## config.mk

```make
export PLATFORM = sky130hd
export DESIGN_NAME = escaped_channel_frame_decoder_top
export DESIGN_NICKNAME = d
export VERILOG_FILES = /design/src/hdl/ecfd_pkg.sv /design/src/hdl/escaped_channel_frame_decoder_top.sv
export SDC_FILE = /design/constraint.sdc
export NUM_CORES = 1
export LEC_CHECK = 0
export BUFFER_PORTS_ARGS = -buffer_cell sky130_fd_sc_hd__buf_4
export CAP_MARGIN = 10
export CORE_MARGIN = 5
export CORE_UTILIZATION = 55
export DETAILED_ROUTE_END_ITERATION = 10
export PLACE_DENSITY = 0.85
export SYNTH_ARGS = -nofsm -noshare
export SYNTH_HDL_FRONTEND = slang
export SYNTH_SLANG_ARGS = --single-unit
```

## constraint.sdc

```tcl
create_clock -name clk -period 7.1 [get_ports clk]
set_input_delay 0.355 -clock clk [delete_from_list [all_inputs] [get_ports clk]]
set_output_delay 0.355 -clock clk [all_outputs]
set_load 0.05 [all_outputs]
```

## src/hdl/ecfd_pkg.sv

```systemverilog
`timescale 1ns / 1ps

package ecfd_pkg;

  typedef logic [7:0] byte_t;
  typedef logic [2:0] cfg_idx_t;
  typedef logic [3:0] count_t;
  typedef logic signed [15:0] chan_t;

  localparam cfg_idx_t CFG_HEADER_VALUE = 3'd0;
  localparam cfg_idx_t CFG_FOOTER_VALUE = 3'd1;
  localparam cfg_idx_t CFG_ESCAPE_VALUE = 3'd2;
  localparam cfg_idx_t CFG_ESCAPE_XOR_MASK = 3'd3;
  localparam cfg_idx_t CFG_FAILSAFE_BIT_MASK = 3'd4;

  localparam byte_t HEADER_RESET = 8'd126;
  localparam byte_t FOOTER_RESET = 8'd127;
  localparam byte_t ESCAPE_RESET = 8'd125;
  localparam byte_t XOR_MASK_RESET = 8'd32;
  localparam byte_t FAILSAFE_MASK_RESET = 8'd1;

  localparam int FRAME_BYTES = 7;
  localparam count_t FRAME_COUNT = 4'd7;
  localparam count_t COUNT_CEILING = 4'd8;

endpackage

```

## src/hdl/escaped_channel_frame_decoder_top.sv

```systemverilog
`timescale 1ns / 1ps

// A result reaches out_valid through the input register and the result register once the
// footer word is accepted. Throughput: one word per cycle while no held result (out_valid
// with out_stall) stalls the input, set by the single decode pass between the two registers.
// Reset (rst_n low, synchronous) closes any frame, clears the escape flag and the count,
// empties both registers and restores the default header, footer, escape and mask values.
module escaped_channel_frame_decoder_top (
  input  logic              clk,
  input  logic              rst_n,
  input  logic              in_valid,
  output logic              in_stall,
  input  ecfd_pkg::byte_t   in_rx_byte,
  output logic              out_valid,
  input  logic              out_stall,
  output ecfd_pkg::chan_t   out_channel_a,
  output ecfd_pkg::chan_t   out_channel_b,
  output ecfd_pkg::chan_t   out_channel_c,
  output logic              out_failsafe_flag,
  input  logic              cfg_we,
  input  ecfd_pkg::cfg_idx_t cfg_index,
  input  ecfd_pkg::byte_t   cfg_data
);
  import ecfd_pkg::*;

  byte_t header_r, footer_r, escape_r, xor_mask_r, fs_mask_r;

  logic  s1_valid_r;
  byte_t s1_byte_r;

  logic   frame_open_r, frame_open_nxt;
  logic   esc_pending_r, esc_pending_nxt;
  count_t count_r, count_nxt;
  byte_t  store_r [FRAME_BYTES];

  logic   advance;
  logic   emit;
  logic   store_we;
  byte_t  data;

  logic   out_valid_r, out_valid_nxt;
  chan_t  chan_a_r, chan_b_r, chan_c_r;
  logic   failsafe_r;

  assign advance  = s1_valid_r && !(out_valid_r && out_stall);
  assign in_stall = s1_valid_r && !advance;

  always_ff @(posedge clk) begin
    if (!rst_n) begin
      header_r   <= HEADER_RESET;
      footer_r   <= FOOTER_RESET;
      escape_r   <= ESCAPE_RESET;
      xor_mask_r <= XOR_MASK_RESET;
      fs_mask_r  <= FAILSAFE_MASK_RESET;
    end else if (cfg_we) begin
      unique case (cfg_index)
        CFG_HEADER_VALUE:      header_r   <= cfg_data;
        CFG_FOOTER_VALUE:      footer_r   <= cfg_data;
        CFG_ESCAPE_VALUE:      escape_r   <= cfg_data;
        CFG_ESCAPE_XOR_MASK:   xor_mask_r <= cfg_data;
        CFG_FAILSAFE_BIT_MASK: fs_mask_r  <= cfg_data;
        default: ;
      endcase
    end
  end

  always_ff @(posedge clk) begin
    if (!rst_n) begin
      s1_valid_r <= 1'b0;
    end else if (!in_stall) begin
      s1_valid_r <= in_valid;
    end
  end

  always_ff @(posedge clk) begin
    if (in_valid && !in_stall) begin
      s1_byte_r <= in_rx_byte;
    end
  end

  always_comb begin
    frame_open_nxt  = frame_open_r;
    esc_pending_nxt = esc_pending_r;
    count_nxt       = count_r;
    emit            = 1'b0;
    store_we        = 1'b0;
    data            = esc_pending_r ? (s1_byte_r ^ xor_mask_r) : s1_byte_r;
    if (advance) begin
      priority if (s1_byte_r == header_r) begin
        frame_open_nxt  = 1'b1;
        esc_pending_nxt = 1'b0;
        count_nxt       = '0;
      end else if (s1_byte_r == footer_r) begin
        if (frame_open_r) begin
          emit            = (count_r == FRAME_COUNT);
          frame_open_nxt  = 1'b0;
          esc_pending_nxt = 1'b0;
          count_nxt       = '0;
        end
      end else if (frame_open_r) begin
        if (!esc_pending_r && s1_byte_r == escape_r) begin
          esc_pending_nxt = 1'b1;
        end else begin
          esc_pending_nxt = 1'b0;
          store_we        = (count_r < FRAME_COUNT);
          if (count_r < COUNT_CEILING) begin
            count_nxt = count_r + 4'd1;
          end
        end
      end
    end
  end

  always_ff @(posedge clk) begin
    if (!rst_n) begin
      frame_open_r  <= 1'b0;
      esc_pending_r <= 1'b0;
      count_r       <= '0;
    end else begin
      frame_open_r  <= frame_open_nxt;
      esc_pending_r <= esc_pending_nxt;
      count_r       <= count_nxt;
    end
  end

  always_ff @(posedge clk) begin
    if (store_we) begin
      store_r[count_r[2:0]] <= data;
    end
  end

  always_comb begin
    if (out_valid_r && out_stall) begin
      out_valid_nxt = 1'b1;
    end else begin
      out_valid_nxt = advance && emit;
    end
  end

  always_ff @(posedge clk) begin
    if (!rst_n) begin
      out_valid_r <= 1'b0;
    end else begin
      out_valid_r <= out_valid_nxt;
    end
  end

  always_ff @(posedge clk) begin
    if (advance && emit) begin
      chan_a_r   <= {store_r[0], store_r[1]};
      chan_b_r   <= {store_r[2], store_r[3]};
      chan_c_r   <= {store_r[4], store_r[5]};
      failsafe_r <= |(store_r[6] & fs_mask_r);
    end
  end

  assign out_valid         = out_valid_r;
  assign out_channel_a     = chan_a_r;
  assign out_channel_b     = chan_b_r;
  assign out_channel_c     = chan_c_r;
  assign out_failsafe_flag = failsafe_r;

endmodule

```

-- Word-level counts from Yosys, hierarchy flattened
Memories as Yosys holds them, arrays and structs flattened. A register that Yosys moved wholly into a read port is not among the register bits.
Cells that the tools add are included.
- word-level logic and storage cells: 76
- register bits: 57
- memories: 1
- input bits: 24
- output and inout bits: 51
- RAM bits: 56
- memory list (name ; words ; width ; read ports ; clocked after Yosys merged registers in ; write ports ; line ; source):
    store_r ; 7 ; 8 ; 7 ; 6 ; 1 ; escaped_channel_frame_decoder_top.sv:34 ; byte_t store_r [FRAME_BYTES];
- reduce and logical (&&, ||, !) cells: 23
- add/sub/neg operators: 1
- $lt $le $gt $ge: 2
- mux-type cells: 26
- eq/ne operators: 9
- bitwise operators: 2
- operators by type and width (operator ; number):
    equality test 8 bit ; 3
    2-to-1 mux 4 bit ; 6
    2-to-1 mux 1 bit ; 19
    AND reduction 2 bit ; 7
    bitwise AND 8 bit ; 1
    2-to-1 mux 8 bit ; 1
    OR reduction 8 bit ; 1
    XOR 8 bit ; 1
    equality test 3 x 2 -> 1 bit, second input constant ; 2
    logical AND 1 bit ; 6
    adder 4 x 1 -> 4 bit, second input constant ; 1
    equality test 4 x 3 -> 1 bit, second input constant ; 1
    logical NOT 1 bit ; 4
    < comparator 4 x 3 -> 1 bit, second input constant ; 1
    < comparator 4 bit, second input constant ; 1
    AND reduction 4 bit ; 1
    nonzero test 2 bit ; 2
    equality test 3 x 1 -> 1 bit, second input constant ; 1
    equality test 3 bit, second input constant ; 1
    logical NOT 3 bit ; 1
    inequality test 3 bit, second input constant ; 1
    nonzero test 3 bit ; 1

-- Depth between registers and ports, before layout
- depth in word-level cells: 9
- depth in mapped cells: 6
- mapped depth without buffers: 6

-- Worst setup path before layout
Ideal clock, no wire load.
- path kind: flip-flop to flip-flop
- start: register out_valid_r (netlist: out_valid)
- end: register chan_a_r[0] (netlist: out_channel_a[0]), read port of store_r (enable)
- path buffers: 0
- period minus slack after synthesis: 4.966 ns
- data required time: 6.581 ns
- cell stages (with the launch flop): 4
- data arrival time: 4.448 ns
- setup slack: 2.134 ns
- library setup time: 0.519 ns
- cell sequence: dfxtp_1 > a21boi_1 > nand3b_1 > nor3_1
- cells in the longest elaborated chain, start to end: 5
- ends and longest elaborated chain (element ; line ; source):
    start, declared ; escaped_channel_frame_decoder_top.sv:41 ; logic out_valid_r, out_valid_nxt;
    start signal, assigned ; escaped_channel_frame_decoder_top.sv:144 ; out_valid_r <= out_valid_nxt;
    logical AND 1 bit * ; escaped_channel_frame_decoder_top.sv:45 ; assign advance = s1_valid_r && !(out_valid_r && out_stall);
    logical NOT 1 bit * ; escaped_channel_frame_decoder_top.sv:45 ;
    logical AND 1 bit * ; escaped_channel_frame_decoder_top.sv:45 ;
    2-to-1 mux 1 bit ; escaped_channel_frame_decoder_top.sv:88 ; if (advance) begin
    logical AND 1 bit * ; escaped_channel_frame_decoder_top.sv:149 ; if (advance && emit) begin
    end, declared ; escaped_channel_frame_decoder_top.sv:42 ; chan_t chan_a_r, chan_b_r, chan_c_r;
Every way passes the cells marked *; elsewhere a longest branch is shown, timed or not.
A chain may end at the register's enable or synchronous reset.

-- Worst setup path after layout
- start: register out_valid_r (netlist: out_valid)
- end: memory store_r[0][7] (netlist name) (enable)
- cells in the longest elaborated chain, start to end: 6
- ends and longest elaborated chain (element ; line ; source):
    logical AND 1 bit ; escaped_channel_frame_decoder_top.sv:45 ;
    logical NOT 1 bit ; escaped_channel_frame_decoder_top.sv:45 ;
    logical AND 1 bit ; escaped_channel_frame_decoder_top.sv:45 ;
    2-to-1 mux 1 bit ; escaped_channel_frame_decoder_top.sv:88 ;
    2-to-1 mux 1 bit ; escaped_channel_frame_decoder_top.sv:127 ; if (store_we) begin
    2-to-1 mux 1 bit (not written as such) ; escaped_channel_frame_decoder_top.sv:128 ; store_r[count_r[2:0]] <= data;
    end, declared ; escaped_channel_frame_decoder_top.sv:34 ;
Every way passes these cells.

==> metrics.md <==
| Metric | Value |
|---|---|
| HP Class | `primary input to register` |
| Area Growth Syn to Fin | `23.5%` |
| Tmin final | `2810 ps` |
| Synth Net Count | `439` |
| Tightest Pin Transition | `1170 ps` |
| Clock skew | `11.5 ps` |
| Largest net degree at the start of global routing | `50` |
| Top Ports | `75` |
| Period utilization | `39.6%` |
| Setup TNS | `0 ps` |
| CTS max path bufs | `2` |
| Hold Vio Cnt, Final | `0` |
| Max Clk Rate | `0.356 GHz` |
| Syn. warnings | `0` |
| CP endpoint | `store_r[0][7]` |
| R2r setup slk | `4290 ps` |
| Starting density of the core | `55.9%` |
| Critical Path Source | `out_valid` |
| Post-DP HPWL | `7100 microns` |
| Row cnt | `37` |
| Routability-driven placement congestion ratio | `0.827` |
| CTS tree | `built` |
| WL final | `10300 microns` |
| First-pass GRT wire length | `17100 microns` |
| Final Max Slew Viols | `0` |
| Slew HR | `21.1%` |
| Worst EP arrival | `2930 ps` |
| Routed WL per cell | `15.8 microns` |
| Register-to-Register Path Depth | `5` |
| Die Wd | `112 microns` |
| Drt pass-1 iters | `5` |
| Detail Route Antenna Nets | `0` |
| Clock Tree Root | `clkbuf_8` |
| Vias per cell | `5.22` |
| CTS Sinks | `161` |
| H-Tree Depth | `4` |
| Worst r2r dst | `store_r[0][7]` |
| Synth Cell Area | `5750 sq um` |
| Vias in the first global route | `3415` |
| Critical-path cell list | `a21boi_1 > nand3b_1 > nor3b_1 > nand3b_1 > nor3_1` |
| Sequential-to-total area share from yosys stat | `75.8%` |
| Layout Utilization | `69.1%` |
| Status | `completed` |
| Ant. Diodes | `0` |
| Mapped Cells | `414` |
| Flops & latches, synth | `161` |
| Antenna violations before repair | `0` |
| Maximum VDD drop | `0.167 mV` |
| Max stage delay on crit path | `930 ps` |
| Power Density | `274 nW/um^2` |
| Fill count | `715` |
| DIE AREA | `12600 sq um` |
| GRT Resource Usage Total | `17.5%` |
| Synth cell types | `35` |
| # DRC | `0` |
| Core area | `10300 sq um` |
| Crit path kind | `register to register` |
| Die H | `112 microns` |
| I/O Buffers | `74` |
| Initial DRC count | `180` |
| Layout cells sized above 1 | `21.7%` |
| Final setup violation count | `0` |
| CP max FO | `8` |
| RSZ-0062 raised after global routing | `false` |
| CP required | `7230 ps` |
| Most common cell on crit path | `nand3b_1` |
| Max_cap viols | `0` |
| Crit path capture type | `register` |
| Mean area per synthesized cell | `13.9 sq um` |
| Most common cell after layout, fill and taps aside | `edfxtp_1` |
| Most frequent cells in the layout | `edfxtp_1 (113), nand2_1 (97), buf_4 (75)` |
| Leakage power | `0.00256 uW` |
| Clock-pin slew on the worst setup and hold paths | `70 ps` |
| Worst skew pair latency | `520 ps` |
| Cts bufs inserted | `17` |
| Fin nets | `529` |
| FF-to-FF Start | `out_valid` |
| Critical Path Start Type | `register` |
| Slowest CP cell | `nor3_1` |
| Vias | `3409` |
| Total gr overflow | `0` |
==> report_power, final <==
part	leakage [uW]	internal, uW	total [uW]	switching, uW
Combinational	0.000870	30.3	66.6	36.3
Sequential	0.00141	1010	1020	11.3
Clock	0.000283	454	854	399
Total	0.00256	1500	1940	447
==> state kept, by name, indices dropped and copies added, names as in the netlist, 4 cells and up <==
name           count
header_r           8
out_channel_c     16
s1_byte_r          8
out_channel_a     16
count_r            4
footer_r           8
fs_mask_r          8
xor_mask_r         8
escape_r           8
out_channel_b     16
store_r           56
==> routing by layer <==
layer | global-route usage [%] | wire [microns] | up-vias | share of wire, %
li1 | - | - | 1652 | -
met1 | 21.4 | 4320 | 1635 | 42
met2 | 30.3 | 5340 | 116 | 52
met3 | 5.28 | 607 | 6 | 5.9
met4 | 4.97 | 57 | 0 | 0.55
met5 | 0 | 0 | - | 0
==> worst min path at each step <==
stage             startpoint  slack (ps)  depth (start not counted)                end
4_1_cts             in_valid          30                          2         s1_valid_r
5_1_grt             in_valid          40                          2         s1_valid_r
6_report            in_valid          50                          2         s1_valid_r
3_3_place_gp   store_r[4][5]         400                          0  out_channel_c[13]
3_5_place_dp   store_r[3][6]         410                          0   out_channel_b[6]
2_1_floorplan  store_r[1][0]         400                          0   out_channel_a[0]
==> timing repair <==
action / in CTS / in global routing
gates resized for setup: 0 / 0
hold endpoints to repair: 8 / 0
hold buffers: 8 / 0
setup buffers: 0 / 0
==> final cells by class <==
| cell class | instances | area [sq um] | share of cell area, % |
|---|---|---|---|
| Clock buffer | 17 | 414 | 5.83 |
| Clock inverter | 15 | 164 | 2.31 |
| Inverter | 2 | 7.51 | 0.106 |
| Multi-Input combinational cell | 239 | 1350 | 18.9 |
| Sequential cell | 161 | 4350 | 61.3 |
| Tap cell | 136 | 170 | 2.40 |
| Timing Repair Buffer | 83 | 643 | 9.06 |
==> critical path: cells and delay by family, from the launching register on <==
family | cells | cell delay [ps]
AO/OA/AOI/OAI | 1 | 370
flip-flops | 1 | 340
AND/OR/NAND/NOR | 4 | 1710
==> stage by stage <==
step           hold WS, ps  power [uW]  cell area (sq um)  setup slack, ps  instances
2_1_floorplan          400        1080               5750             2130        414
3_3_place_gp           400        1100               6440             4450        613
3_5_place_dp           406        1110               6440             4290        613
4_1_cts               28.7        1950               7100             4360        653
5_1_grt               44.1        2020               7100             4130        653
6_report              50.4        1940               7100             4290        653
==> cell usage after synthesis, drive strengths merged <==
cell    number  area (sq um)
nand4        5          43.8
dfxtp       48           961
xor2         8          70.1
a21oi        1          5.00
nor4         1          6.26
a22oi        4          30.0
edfxtp     113          3390
and2         2          12.5
nor2b        2          12.5
nor3b        2          15.0
or3          2          12.5
and3b        1          8.76
nand3b       3          22.5
nand2b       3          18.8
a21boi      24           180
nor4b        1          8.76
or4          1          7.51
nand2       97           364
o211a        2          20.0
nor3         8          40.0
clkbuf      12          45.0
o21a         2          15.0
ha           1          12.5
o21ai        2          10.0
nor2        11          46.3
nand3       26           130
inv          2          7.51
and3         3          18.8
or2          2          12.5
a31oi        1          6.26
xnor2       24           210
==> cells by family (layout without fill, tap and decap cells) <==
logic type	Yosys count	in the layout	synth area share [%]
AO/OA/AOI/OAI	36	36	4.64
flip-flops	161	161	75.8
XOR/XNOR	32	32	4.88
adder cells (fa/ha/maj)	1	1	0.218
AND/OR/NAND/NOR	170	170	13.6
buffers and inverters	14	117	0.914
No activity file was read; power rests on OpenSTA's default activity.
